===== config.mk =====
export PLATFORM = sky130hd
export DESIGN_NAME = ergf_cell
export DESIGN_NICKNAME = d
export VERILOG_FILES = /design/src/rtl/core/ergf_pkg.sv /design/src/rtl/core/ergf_cell.sv
export SDC_FILE = /design/constraint.sdc
export NUM_CORES = 1
export LEC_CHECK = 0
export BUFFER_PORTS_ARGS = -buffer_cell sky130_fd_sc_hd__buf_2
export CAP_MARGIN = 20
export CORE_AREA = 2 2 300 213
export CTS_CLUSTER_DIAMETER = 30
export DETAILED_ROUTE_END_ITERATION = 8
export DIE_AREA = 0 0 302 215
export HOLD_SLACK_MARGIN = 0.05
export MAX_ROUTING_LAYER = met4
export SLEW_MARGIN = 20
export SYNTH_ARGS = -nofsm -noshare
export SYNTH_HDL_FRONTEND = slang
export SYNTH_SLANG_ARGS = --single-unit

===== constraint.sdc =====
create_clock -name clk -period 6.2 [get_ports clk]
set_input_delay 0 -clock clk [delete_from_list [all_inputs] [get_ports clk]]
set_output_delay 0 -clock clk [all_outputs]
set_load 0.01 [all_outputs]

===== src/rtl/core/ergf_pkg.sv =====
// ergf_pkg: shared types and codes for the episode return group filter
// holds request/result payloads, the sweep token and the ranking ring types
// no dependencies
package ergf_pkg;

  // request mode codes
  localparam logic [1:0] MODE_CLEAR    = 2'd0;
  localparam logic [1:0] MODE_ACCUM    = 2'd1;
  localparam logic [1:0] MODE_FINALIZE = 2'd2;
  localparam logic [1:0] MODE_CLASSIFY = 2'd3;

  // filter mode codes
  localparam logic [1:0] FILT_ALL   = 2'd0;
  localparam logic [1:0] FILT_FLOOR = 2'd1;
  localparam logic [1:0] FILT_TOP   = 2'd2;
  localparam logic [1:0] FILT_RANGE = 2'd3;

  // result status codes
  localparam logic [1:0] STAT_OK        = 2'd0;
  localparam logic [1:0] STAT_FULL      = 2'd1;
  localparam logic [1:0] STAT_NOT_FOUND = 2'd2;
  localparam logic [1:0] STAT_BAD_CFG   = 2'd3;

  // configuration register indexes
  localparam logic [1:0] CFG_FILTER_MODE    = 2'd0;
  localparam logic [1:0] CFG_RETURN_FLOOR   = 2'd1;
  localparam logic [1:0] CFG_RETURN_CEILING = 2'd2;
  localparam logic [1:0] CFG_TOP_COUNT      = 2'd3;

  localparam logic signed [47:0] S48_MAX = 48'sh7FFF_FFFF_FFFF;
  localparam logic signed [47:0] S48_MIN = 48'sh8000_0000_0000;

  typedef struct packed {
    logic [1:0]         mode;
    logic [30:0]        env_id;
    logic [30:0]        episode_id;
    logic signed [31:0] reward_value;
  } item_t;

  typedef struct packed {
    logic [1:0]         status;
    logic [7:0]         episode_slot;
    logic               keep;
    logic [16:0]        episode_rows;
    logic signed [47:0] ep_return;
    logic [8:0]         episode_total;
    logic [8:0]         selected_total;
  } result_t;

  typedef enum logic [1:0] {
    TOK_ACC,
    TOK_CLS,
    TOK_FSEL,
    TOK_FTOP
  } tok_op_t;

  // token that walks the cell chain once per request that sweeps the table
  typedef struct packed {
    logic               valid;
    tok_op_t            op;
    logic [30:0]        env;
    logic [30:0]        epi;
    logic signed [31:0] reward;
    logic               found;
    logic               fresh;
    logic               keep;
    logic [7:0]         slot;
    logic [16:0]        rows;
    logic signed [47:0] ret;
    logic [8:0]         count;
  } token_t;

  // value rotating around the ranking ring
  typedef struct packed {
    logic               valid;
    logic signed [47:0] ret;
  } circ_t;

  typedef struct packed {
    logic [1:0]         mode;
    logic signed [47:0] floor;
    logic signed [47:0] ceiling;
    logic [8:0]         top_count;
  } filt_cfg_t;

  typedef struct packed {
    logic clear_sel;
    logic load;
    logic shift;
  } cell_ctl_t;

endpackage


===== src/rtl/core/ergf_cell.sv =====
// ergf_cell: one table slot of the episode return group filter
// matches the passing token, updates its entry, ranks against the ring
// depends on ergf_pkg
module ergf_cell #(
  parameter int INDEX      = 0,
  parameter int SLOT_COUNT = 256,
  parameter int MAX_ROWS   = 65536
) (
  input  logic                clk,
  input  logic                rst,
  input  logic [$clog2(SLOT_COUNT+1)-1:0] used,
  input  ergf_pkg::filt_cfg_t cfg,
  input  ergf_pkg::cell_ctl_t ctl,
  input  ergf_pkg::token_t    tok_in,
  output ergf_pkg::token_t    tok_out,
  input  ergf_pkg::circ_t     circ_in,
  input  logic [$clog2(SLOT_COUNT)-1:0] idx_in,
  output ergf_pkg::circ_t     circ,
  output logic [$clog2(SLOT_COUNT)-1:0] circ_idx
);

  localparam int UW = $clog2(SLOT_COUNT + 1);
  localparam int IW = $clog2(SLOT_COUNT);
  localparam int RW = $clog2(MAX_ROWS + 1);

  logic [30:0]        env, env_next;
  logic [30:0]        epi, epi_next;
  logic [RW-1:0]      rows, rows_next;
  logic signed [47:0] ret, ret_next;
  logic               sel, sel_next;
  logic [UW-1:0]      ahead;
  ergf_pkg::token_t   tok_next;

  logic               active, is_next, hit, pick;
  logic signed [48:0] sum;
  logic signed [47:0] sat_ret;
  logic [RW-1:0]      rows_inc;

  always_comb begin
    active   = tok_in.valid && (UW'(INDEX) < used);
    is_next  = tok_in.valid && (UW'(INDEX) == used) && !tok_in.found;
    hit      = active && !tok_in.found && (env == tok_in.env) && (epi == tok_in.epi);
    sum      = {ret[47], ret} + {{17{tok_in.reward[31]}}, tok_in.reward};
    if (sum[48] != sum[47]) begin
      sat_ret = sum[48] ? ergf_pkg::S48_MIN : ergf_pkg::S48_MAX;
    end else begin
      sat_ret = sum[47:0];
    end
    rows_inc = (rows < RW'(MAX_ROWS)) ? rows + RW'(1) : rows;
    pick     = 1'b0;
    tok_next = tok_in;
    env_next = env;
    epi_next = epi;
    rows_next = rows;
    ret_next  = ret;
    sel_next  = sel;
    case (tok_in.op)
      ergf_pkg::TOK_ACC: begin
        if (hit) begin
          rows_next = rows_inc;
          ret_next  = sat_ret;
        end else if (is_next) begin
          env_next  = tok_in.env;
          epi_next  = tok_in.epi;
          rows_next = RW'(1);
          ret_next  = {{16{tok_in.reward[31]}}, tok_in.reward};
          sel_next  = 1'b0;
          tok_next.fresh = 1'b1;
        end
        if (hit || is_next) begin
          tok_next.found = 1'b1;
          tok_next.slot  = 8'(INDEX);
          tok_next.rows  = 17'(rows_next);
          tok_next.ret   = ret_next;
        end
      end
      ergf_pkg::TOK_CLS: begin
        if (hit) begin
          tok_next.found = 1'b1;
          tok_next.slot  = 8'(INDEX);
          tok_next.keep  = sel;
          tok_next.rows  = 17'(rows);
          tok_next.ret   = ret;
        end
      end
      ergf_pkg::TOK_FSEL: begin
        unique case (cfg.mode)
          ergf_pkg::FILT_FLOOR: pick = ret >= cfg.floor;
          ergf_pkg::FILT_RANGE: pick = (ret >= cfg.floor) && (ret <= cfg.ceiling);
          default:              pick = 1'b1;
        endcase
        if (active) begin
          sel_next = pick;
          tok_next.count = tok_in.count + 9'(pick);
        end
      end
      default: begin
        pick = 32'(ahead) < 32'(cfg.top_count);
        if (active) begin
          sel_next = pick;
          tok_next.count = tok_in.count + 9'(pick);
        end
      end
    endcase
    if (!tok_in.valid) begin
      env_next  = env;
      epi_next  = epi;
      rows_next = rows;
      ret_next  = ret;
      sel_next  = sel;
    end
    if (ctl.clear_sel) begin
      sel_next = 1'b0;
    end
  end

  always_ff @(posedge clk) begin
    env  <= env_next;
    epi  <= epi_next;
    rows <= rows_next;
    ret  <= ret_next;
    if (ctl.load) begin
      circ.valid <= UW'(INDEX) < used;
      circ.ret   <= ret;
      circ_idx   <= IW'(INDEX);
      ahead      <= '0;
    end else if (ctl.shift) begin
      circ     <= circ_in;
      circ_idx <= idx_in;
      if (circ_in.valid &&
          ((circ_in.ret > ret) || ((circ_in.ret == ret) && (idx_in < IW'(INDEX))))) begin
        ahead <= ahead + UW'(1);
      end
    end
    if (rst) begin
      sel     <= 1'b0;
      tok_out <= '0;
    end else begin
      sel     <= sel_next;
      tok_out <= tok_next;
    end
  end

endmodule


==> reports/metrics.yaml <==
cts:
  htree_levels: 3
  cts-root-buf: "clkbuf_16"
  cts_sinks: 376
  cts_tree: "done"
  post-cts-setup-buffers: 0
  cts_buffers: 82
  path_clk_slew_ns: 0.05
  clk-insertion-delay-late_ns: 0.64
  clockBufferDepth: 3
global_route:
  antenna_found_initial: 12
  grt-ovfl-total: 0
  grt_max_degree: 81
  grt_pass1_wl_mm: 138
  gr-usage-all-layers_pct: 29.1
  grt_pass1_vias: 22200
yosys:
  synth-edff-count: 176
  ys_types: 84
  syn_nets: 2856
  synth_top_area_share_pct: 23.8
  ys_seq_elements: 376
  ys_warn_count: 0
  synth_area_leaders: "edfxtp_1, dfxtp_1, ha_1"
  syn_inst: 2289
  avgSynthCellArea_um2: 9.69
  synth_top_cell_by_area: "edfxtp_1"
  async_reset_ff_share_pct: 0
  seq_area_frac_synth_pct: 41.9
  synth_area_um2: 22200
  synthFlopType: "dfxtp_1"
worst_setup_path:
  path_class: "reg -> reg"
  arrival_ns: 6.35
  reg2reg_slack_ns: 0.36
  critPathLaunchType: "register"
  crit_required_ns: 6.71
  worstSetupEndpointType: "register"
  crit_fanout: 6
finish:
  layout_commonest_cell: "buf_2"
  layout_common_cells: "buf_2, dlygate4sd3_1, ha_1, dfxtp_1, inv_1"
  stdcell_area_um2: 31900
  post-route-util_pct: 51.2
  drive_gt1_share_pct: 27.2
  final_cells: 4099
  syn_to_final_growth_pct: 43.9
  layout.nets: 3755
  fillCellCount: 5582
sta:
  slew_viol_final: 0
  setup-violations-final: 0
  grt_setup_unrepaired: "no"
  slew_headroom_pct: 25.1
  clock_skew_ns: 0.0218
  tightest_slew_ns: 1.11
  fin_setup_tns_ns: 0
  fmax_mhz: 171
  fin_crit_ns: 5.84
  hold_viol: 0
  finalCritPeriodShare_pct: 94.1
job:
  drv_cap: 0
detailed_routing:
  wl_per_cell_um: 23.0
  vias: 22200
  drtAntennaViolNets: 0
  wl_mm: 94.4
  drc: 0
  via_per_inst: 5.41
  drt_pass1_iterations: 9
  drtIter0Drc: 1824
floorplan:
  start_util_pct: 35.6
  rows: 77
  die_w_um: 302
  coreArea_um2: 62300
  fp.dieH_um: 215
  ios: 599
  die_area_um2: 64900
place:
  globalplace.congestion: 1.01
  hpwl_mm: 69.6
  dpl_cell_area_um2: 26000
  dpl.cell_count: 3635
  portBuffers: 598
power_and_ir_drop:
  p_leak_nw: 14.7
  ir_drop_mv: 0.201
  finalPower_w: 0.00851
  power_density_nw_per_um2: 267
run_status:
  outcome: "finished clean"
hold_path:
  min_path_type: "in -> reg"
[per-layer routing]
metal,share of wire (%),global-route usage (%),up-vias
met5,0,-,-
met1,44,38.8,10700
met3,9.3,7.67,166
met4,2.3,7.74,0
met2,44,43.6,1046
li1,-,-,10200
[report_power, final]
part / switching, W / internal, W
Sequential: 0.0000511 / 0.00271
Clock: 0.00163 / 0.00291
Combinational: 0.000647 / 0.000555
Total: 0.00233 / 0.00618
[Yosys cell counts, drive strengths merged (7+ instances only)]
library cell,n
a211oi,36
a21o,55
a21oi,139
a222oi,10
a22o,15
a22oi,53
a31oi,11
and2,20
and3,19
and4,7
buf,27
clkbuf,79
dfxtp,200
edfxtp,176
ha,206
inv,182
mux2,51
mux2i,26
nand2,137
nand2b,35
nand3,39
nand4,51
nor2,137
nor2b,119
nor3,27
nor4,10
o2111ai,8
o211ai,17
o21a,12
o21ai,133
o22ai,43
o2bb2ai,23
o32ai,10
or3,9
xnor2,70
xor2,22
[state kept, by name, indices dropped and copies added (netlist names)]
| name | count |
|---|---|
| env | 31 |
| circ_idx | 8 |
| ahead | 9 |
| tok_out | 182 |
| epi | 31 |
| sel | 1 |
| circ | 49 |
| rows | 17 |
| ret | 48 |
[layout make-up]
cell class | count | area, um^2 | share of cell area (%)
multi-input combinational | 1624 | 11800 | 36.9
sequential | 376 | 9290 | 29.1
timing repair buffer | 921 | 6170 | 19.3
clock buffer | 102 | 2380 | 7.45
tap | 829 | 1040 | 3.25
inverter | 183 | 687 | 2.15
clock inverter | 51 | 534 | 1.67
antenna | 13 | 32.5 | 0.102
[worst max-delay path, stage by stage (launching register included)]
cell	delay, ns
edfxtp_1	0.53
ha_1	0.35
a21oi_1	0.13
nor2b_1	0.06
o21ai_0	0.20
a211oi_1	0.12
a211oi_2	0.55
a31oi_1	0.22
a2111oi_0	0.73
mux2i_1	0.54
o21a_1	0.27
ha_1	0.19
mux2_2	0.16
nand4_1	0.21
o21ai_0	0.23
dlygate4sd3_1	0.57
a21oi_1	0.05
dlygate4sd3_1	0.60
[worst paths after layout]
path	start	to	depth (start not counted)
max reg2reg	ret[9]$_DFFE_PP_	tok_out[5]$_SDFF_PP0_	17
max	ret[9]$_DFFE_PP_	tok_out[5]$_SDFF_PP0_	17
min reg2reg	sel$_SDFFE_PP0P_	tok_out[82]$_SDFF_PP0_	2
min	tok_in[179]	tok_out[82]$_SDFF_PP0_	4
[kinds of logic (layout without fill, tap and decap cells)]
group	after synthesis	after routing	synth area share, %
AOI/OAI and AO/OA	622	622	19.2
xor gates and xnor gates	92	92	3.63
adders and majority gates	207	207	11.7
muxes	77	77	3.76
and+or+nand+nor	626	626	14.7
other	0	13	0
DFF	376	376	41.9
buffers and inverters	289	1257	5.13
[through the flow]
| stage | worst slack (ns) | hold WS [ns] |
|---|---|---|
| after floorplan | 1.79 | 0.0989 |
| after detailed placement | 0.955 | 0.207 |
| after global placement | 1.10 | 0.202 |
| after global routing | 0.116 | 0.0948 |
| final | 0.365 | 0.0760 |
| after CTS | 0.222 | 0.0590 |
[repair_timing]
item / CTS / global route
gates resized for setup: 0 / 1
setup endpoints to repair: 0 / 2
hold buffers: 298 / 0
hold endpoints to repair: 339 / 0
(Power assumes the default switching activity.)
